$ cat config.mk
export PLATFORM = sky130hd
export DESIGN_NAME = xtea_cell
export DESIGN_NICKNAME = d
export VERILOG_FILES = /design/src/hdl/xtea_block_cipher_unit_defines.svh /design/src/hdl/xtea_pkg.sv /design/src/hdl/xtea_cell.sv
export SDC_FILE = /design/constraint.sdc
export NUM_CORES = 1
export LEC_CHECK = 0
export BUFFER_PORTS_ARGS = -buffer_cell sky130_fd_sc_hd__buf_2
export CORE_MARGIN = 10
export CORE_UTILIZATION = 30
export DETAILED_ROUTE_END_ITERATION = 12
export RECOVER_POWER = 100
export SYNTH_ARGS = -nofsm -noshare
export SYNTH_HDL_FRONTEND = slang
export SYNTH_SLANG_ARGS = --single-unit
export TNS_END_PERCENT = 10
$ cat constraint.sdc
create_clock -name clk -period 1 [get_ports clk]
set_input_delay 0.2 -clock clk [delete_from_list [all_inputs] [get_ports clk]]
set_output_delay 0.2 -clock clk [all_outputs]
set_load 0.03 [all_outputs]
$ cat src/hdl/xtea_block_cipher_unit_defines.svh
// ----------------------------------------------------------------------------
// XTEA block cipher unit - assertion macros
// Shared concurrent assertion forms used by the cipher unit.
// ----------------------------------------------------------------------------
`ifndef XTEA_BLOCK_CIPHER_UNIT_DEFINES_SVH
`define XTEA_BLOCK_CIPHER_UNIT_DEFINES_SVH

// Same-cycle implication, disabled while reset is asserted
`define XTEA_ASSERT_IMPLY(label, clk, rst_n, ante, cons, msg) \
    label: assert property (@(posedge clk) disable iff (!rst_n) (ante) |-> (cons)) \
        else $error(msg);

// Next-cycle implication, disabled while reset is asserted
`define XTEA_ASSERT_NEXT(label, clk, rst_n, ante, cons, msg) \
    label: assert property (@(posedge clk) disable iff (!rst_n) (ante) |=> (cons)) \
        else $error(msg);

`endif

$ cat src/hdl/xtea_pkg.sv
// ----------------------------------------------------------------------------
// XTEA package
// Payload types, key storage type, register indexes and cipher constants.
// ----------------------------------------------------------------------------
`timescale 1ns / 1ps

package xtea_pkg;

    // Cipher constants
    localparam logic [31:0] XTEA_DELTA     = 32'h9E37_79B9;
    localparam int          XTEA_KEY_SHIFT = 11;

    // Operation codes carried in the op field
    localparam logic        OP_ENCRYPT     = 1'b0;
    localparam logic        OP_DECRYPT     = 1'b1;

    // Configuration register indexes
    localparam int          CFG_IDX_W      = 3;
    localparam logic [2:0]  REG_KEY_WORD_0 = 3'd0;
    localparam logic [2:0]  REG_KEY_WORD_1 = 3'd1;
    localparam logic [2:0]  REG_KEY_WORD_2 = 3'd2;
    localparam logic [2:0]  REG_KEY_WORD_3 = 3'd3;
    localparam logic [2:0]  REG_ROUND_CNT  = 3'd4;

    localparam int          ROUND_CNT_W    = 6;
    localparam logic [5:0]  ROUND_CNT_RST  = 6'd32;

    // Input item
    typedef struct packed {
        logic        op;
        logic [31:0] block_left;
        logic [31:0] block_right;
    } xtea_item_t;

    // Result item
    typedef struct packed {
        logic [31:0] result_left;
        logic [31:0] result_right;
    } xtea_result_t;

    // Working words that travel down the cell chain
    typedef struct packed {
        logic        op;
        logic [31:0] a;
        logic [31:0] b;
        logic [31:0] sum;
    } xtea_lane_t;

    // 128-bit key as four words
    typedef logic [3:0][31:0] xtea_key_t;

endpackage

$ cat src/hdl/xtea_cell.sv
// ----------------------------------------------------------------------------
// XTEA cell
// One Feistel half-round. Even cells update one half and step the running
// sum, odd cells update the other half. Cells past the cycle count pass data.
// ----------------------------------------------------------------------------
`timescale 1ns / 1ps

module xtea_cell
    import xtea_pkg::*;
#(
    parameter int STAGE = 0,
    parameter int CNT_W = 6
)
(
    input  logic             clk,
    input  logic             rst_n,
    input  xtea_key_t        key,
    input  logic             valid_in,
    input  logic [CNT_W-1:0] n_in,
    input  xtea_lane_t       lane_in,
    output logic             valid_out,
    output logic [CNT_W-1:0] n_out,
    output xtea_lane_t       lane_out
);

    localparam int   CYCLE    = STAGE / 2;
    localparam logic HALF_BIT = 1'(STAGE % 2);

    logic             valid_reg;
    logic [CNT_W-1:0] n_reg;
    xtea_lane_t       lane_reg;
    xtea_lane_t       lane_next;

    logic        active;
    logic        upd_a;
    logic [31:0] src;
    logic [31:0] dst;
    logic [31:0] mix_val;
    logic [1:0]  key_sel;
    logic [31:0] round_f;
    logic [31:0] dst_new;

    // Half-round datapath
    always_comb
    begin
        active  = (n_in > CNT_W'(CYCLE));
        // encrypt even half and decrypt odd half update the left word
        upd_a   = (lane_in.op == HALF_BIT);
        src     = upd_a ? lane_in.b : lane_in.a;
        dst     = upd_a ? lane_in.a : lane_in.b;
        mix_val = ((src << 4) ^ (src >> 5)) + src;
        key_sel = upd_a ? lane_in.sum[1:0]
                        : lane_in.sum[XTEA_KEY_SHIFT+1:XTEA_KEY_SHIFT];
        round_f = mix_val ^ (lane_in.sum + key[key_sel]);
        dst_new = lane_in.op ? (dst - round_f) : (dst + round_f);

        lane_next = lane_in;
        if (active)
        begin
            if (upd_a)
            begin
                lane_next.a = dst_new;
            end
            else
            begin
                lane_next.b = dst_new;
            end
            // running sum steps between the two halves of a cycle
            if (HALF_BIT == 1'b0)
            begin
                lane_next.sum = lane_in.op ? (lane_in.sum - XTEA_DELTA)
                                           : (lane_in.sum + XTEA_DELTA);
            end
        end
    end

    // Valid bit
    always_ff @(posedge clk or negedge rst_n)
    begin
        if (!rst_n)
        begin
            valid_reg <= 1'b0;
        end
        else
        begin
            valid_reg <= valid_in;
        end
    end

    // Payload
    always_ff @(posedge clk)
    begin
        n_reg    <= n_in;
        lane_reg <= lane_next;
    end

    assign valid_out = valid_reg;
    assign n_out     = n_reg;
    assign lane_out  = lane_reg;

endmodule

# After elaboration in Yosys (flattened, before gate mapping)

Index checks and enable logic that the tools add are counted.

Bits of input ports: 234
Memory bits (writable): 0
Register bits: 104
Memory bits (read-only): 0
Memories: 0
Bits in latches: 0

Eq/ne operators: 0
Reductions and logical operators: 0
Muxes and demuxes: 10
Div/mod/pow operators: 0
Order comparisons: 2
Bitwise logic cells: 2
Shifts and indexed selects: 0
$add $sub $neg: 6
$mul: 0

Operators by type and width:

| kind                                                        | number |
|---|---|
| two-way mux 32 bit                                          | 7 |
| adder 32 bit                                                | 3 |
| two-way mux 96 bit                                          | 1 |
| binary-select mux 32 bit (select 2 bit)                     | 1 |
| adder 32 bit (second input constant)                        | 1 |
| subtractor 32 bit                                           | 1 |
| subtractor 32 bit (second input constant)                   | 1 |
| bitwise XOR 32 x 27 -> 32 bit                               | 1 |
| bitwise XOR 32 bit                                          | 1 |
| > comparator 6 x 1 -> 1 bit (second input constant)         | 1 |
| less-than comparator 2 x 3 -> 1 bit (second input constant) | 1 |
| two-way mux 2 bit                                           | 1 |

# Logic depth before layout (Yosys ltp)

Depth in word-level cells: 9
Gate-level depth with buffers: 30
Gate-level depth less buffers: 27

# Worst setup path after synthesis

OpenSTA, ideal clock, no wires.

Path type: input port to flip-flop
From: input lane_in[96] in the netlist's numbering
To: register lane_reg, in the netlist lane_out[95]
Setup slack: -5.779 ns
Stages: 27
Data arrival time: 6.661 ns
Setup time: 0.118 ns
Data required time: 0.882 ns
Cells stage by stage: buf_2 mux2i_1 clkbuf_1 mux4_2 ha_1 a211oi_4 o21bai_2 a211o_1 a311o_1 a211o_1 a21oi_4 nand4_4 nor4b_4 and2_4 and2_4 a21oi_1 xor2_1 ha_1 a21o_1 a21o_1 a21oi_1 nand4_1 o211ai_1 xor2_1 xnor2_1 and4_2 o31ai_2

RTL lines:

| element              | line            | text |
|---|---|---|
| start, declared      | xtea_cell.sv:20 | `input xtea_lane_t lane_in,` |
| end signal, assigned | xtea_cell.sv:94 | `lane_reg <= lane_next;` |
| end, declared        | xtea_cell.sv:31 | `xtea_lane_t lane_reg;` |

==> key figures <==
Global route
  • Number of global-route vias before repair: 14.5k
  • Total gr overflow: 0
  • Initial antenna violation count: 1
  • Largest net degree at the start of global routing: 48
  • First-pass GRT wire length: 75600 um
  • All-layer global routing usage: 18.9%

Synthesis
  • Mapped Nets: 1852
  • Synth warn: 0
  • Cells after Synth: 1484
  • Async SR Flop Fraction: 0.962%
  • Synth Area per Inst: 8.23 um2
  • EDFF count, synth: 0
  • Mapped Area: 12200 um2
  • Post-synthesis sequential area ratio: 17.1%
  • Yosys reg bits: 104
  • Yosys cell types: 98
  • Top FF cell, synth: dfxtp_1

Routing
  • Iter 0 DRT Violations: 574
  • Vias: 14.1k
  • DR WL/cell: 17.0 um
  • DRC violations left: 0
  • Final wirelength: 48700 um
  • TritonRoute pass-1 iters: 5
  • Vias/cell: 4.92
  • Post-route ant nets: 0

Critical path
  • CP startpoint kind: input pin
  • Setup CP Type: input pin to flop
  • Crit path capture type: flop
  • CP Buf/Inv Count: 3
  • Crit-path max cell delay: 540 ps
  • CP Data Required Time: 1270 ps
  • Delay-heaviest family, CP: compound AO/OA/AOI/OAI gates
  • Worst Path Arrival: 6110 ps
  • Worst Path Max Fanout: 4
  • CP max-delay cell: mux4_2

Power and ir drop
  • LEAKAGE: 9.76 nW
  • Max VDD drop: 0.00134 V
  • Total power: 57.1 mW
  • Pwr dens: 2770 nW/um2

Floorplanning
  • Effective utilization at floorplan: 30.5%
  • Core area: 40000 um2
  • Die Y: 222 um
  • Row count: 73
  • Die area: 49200 um2
  • IO Pins: 338
  • Chip Width: 222 um

Final layout
  • Final net count: 2704
  • Commonest non-fill, non-tap cell in the layout: buf_4
  • Post-Layout Inst Area: 20600 um2
  • Share of cells above drive strength 1: 52.6%
  • Ant. Diodes: 0
  • Most frequent cells in the layout: 522 x buf_4, 229 x buf_2, 152 x nand2_1
  • Syn-to-layout area delta: 68.7%

Timing
  • Final worst-path cycle share: 584%
  • Fin Setup TNS: -308250 ps
  • Max Slew Vio Count: 0
  • Slew HR: 71.0%
  • Fmax: 171 MHz
  • # setup viols final: 199
  • Fin. Hold Viols: 0
  • Post-route setup slack: -4840 ps
  • Slew @ Worst Pin: 424 ps
  • RSZ-0062 raised after global routing: yes
  • Final critical-path required period: 5840 ps

Clock network
  • H-tree depth: 3
  • Root Driver: clkbuf_16
  • CTS tree: done
  • CTS buffer count: 9
  • Clk slew on worst S/H paths: 70 ps
  • Max Root-Sink Buffers: 2
  • CTS sink cnt: 104

Worst hold path
  • Hold Startpoint: lane_in[67]
  • Worst Hold Path EP: lane_out[67]$_DFF_P_
  • WHS Path Cells: 3
  • Tightest Hold Check Type: input pin to flop

Placement
  • Gpl congestion: 0.885
  • Cell Area, Placed: 18300 um2
  • Port buffer count: 337
  • Post-DP HPWL: 41300 um

Job
  • Number of max-cap violations: 0

Run status
  • Outcome: finished with violations
  • Failing checks: setup timing
[state kept, by name (all words and copies together) (netlist names)]
name,cells
lane_out,97
n_out,6
valid_out,1
[worst max path at each step]
| stage | from | end | cells past startpoint | slack [ps] |
|---|---|---|---|---|
| 3_3_place_gp | lane_in[96] | lane_out[95]$_DFF_P_ | 28 | -5320 |
| 2_1_floorplan | lane_in[96] | lane_out[95]$_DFF_P_ | 28 | -5010 |
| 6_report | lane_in[96] | lane_out[95]$_DFF_P_ | 29 | -4840 |
| 4_1_cts | lane_in[96] | lane_out[95]$_DFF_P_ | 28 | -4870 |
| 5_1_grt | lane_in[96] | lane_out[95]$_DFF_P_ | 29 | -5090 |
| 3_5_place_dp | lane_in[96] | lane_out[95]$_DFF_P_ | 28 | -5430 |
[tightest hold or removal path, cell delays in order]
cell and delay (ps):
buf_2 100, nand2_1 50, nand2_1 50
[stage by stage]
stage	setup WS (ps)	instances	hold slack [ps]	util [%]
2_1_floorplan	-5010	1484	-95.6	-
3_5_place_dp	-5430	2802	-23.5	45.7
4_1_cts	-4870	2844	4.37	50.0
6_report	-4840	2866	45.7	51.5
3_3_place_gp	-5320	2802	-24.9	45.7
5_1_grt	-5090	2866	45.0	51.5
[layout make-up]
| cell class | count | area, um2 |
|---|---|---|
| multi-input cells | 1283 | 10600 |
| clock buffers | 10 | 239 |
| fillers | 3777 | 19400 |
| flip-flops and latches | 104 | 2210 |
| repair buffers | 889 | 6650 |
| clock inverters | 6 | 75.1 |
| well taps | 525 | 657 |
| inverters | 49 | 184 |
[where the power goes]
group	switching [mW]	leakage [nW]	internal, mW	total [mW]
registers	0.787	0.884	6.21	7.00
clock network	1.80	0.152	2.05	3.85
logic	22.6	8.73	23.7	46.3
total	25.2	9.76	32.0	57.1
[metal layers]
layer | track usage, % | up-vias | part of all wire [%]
met4 | 5.16 | 2 | 1.8
met5 | 0 | - | 0.027
met3 | 3.65 | 45 | 4.4
li1 | - | 7169 | -
met2 | 31.5 | 315 | 47
met1 | 24.2 | 6560 | 47
[cell usage after synthesis, types with 5 or more instances]
cell type  instances  share of area (%)
xnor2_1          115                8.2
o211ai_1           9               0.55
a21boi_0           5               0.31
a21oi_1          135                5.5
nand2b_1          19               0.97
o21ai_1            6               0.25
a211oi_1           5               0.31
mux4_2            32                5.9
o21bai_1           8               0.49
ha_1             130                 13
mux2i_1           21                1.7
and4_1             6               0.43
o21ai_0          131                5.4
a21o_1            36                2.2
dfxtp_1          103                 17
nor3_1            22               0.90
inv_1             49                1.5
nor2_1            87                2.7
a211o_1            6               0.43
o21a_1            16               0.98
xor2_1            71                5.1
nor2b_1           12               0.61
nor4_1             6               0.31
nand3_1           20               0.82
clkbuf_1          40                1.2
nand2_1          157                4.8
and2_1            12               0.61
o31a_1             5               0.36
a41oi_1            5               0.36
a31oi_1           21                1.1
and3_1            14               0.72
mux2_2            48                4.4
nand4_1           15               0.77
o31ai_1            7               0.43
[cells by family (layout without fill, tap and decap cells)]
group                      Yosys count  in the layout  synth area share (%)
AOI/OAI and AO/OA                  454            454                  23.6
xor gates and xnor gates           189            189                  14.0
adders and majority gates          134            134                  14.0
buffers and inverters               97            954                  3.17
DFF                                104            104                  17.1
muxes                              101            101                  12.0
and+or+nand+nor                    405            405                  16.2
[what timing repair did]
action | CTS | global route
setup buffers | 19 | 22
gates resized for setup | 404 | 104
gates cloned | 1 | 0
pin swaps | 55 | 77
hold buffers | 8 | 0
setup endpoints to repair | 200 | 200
hold endpoints to repair | 8 | 0
(Power assumes the default switching activity.)
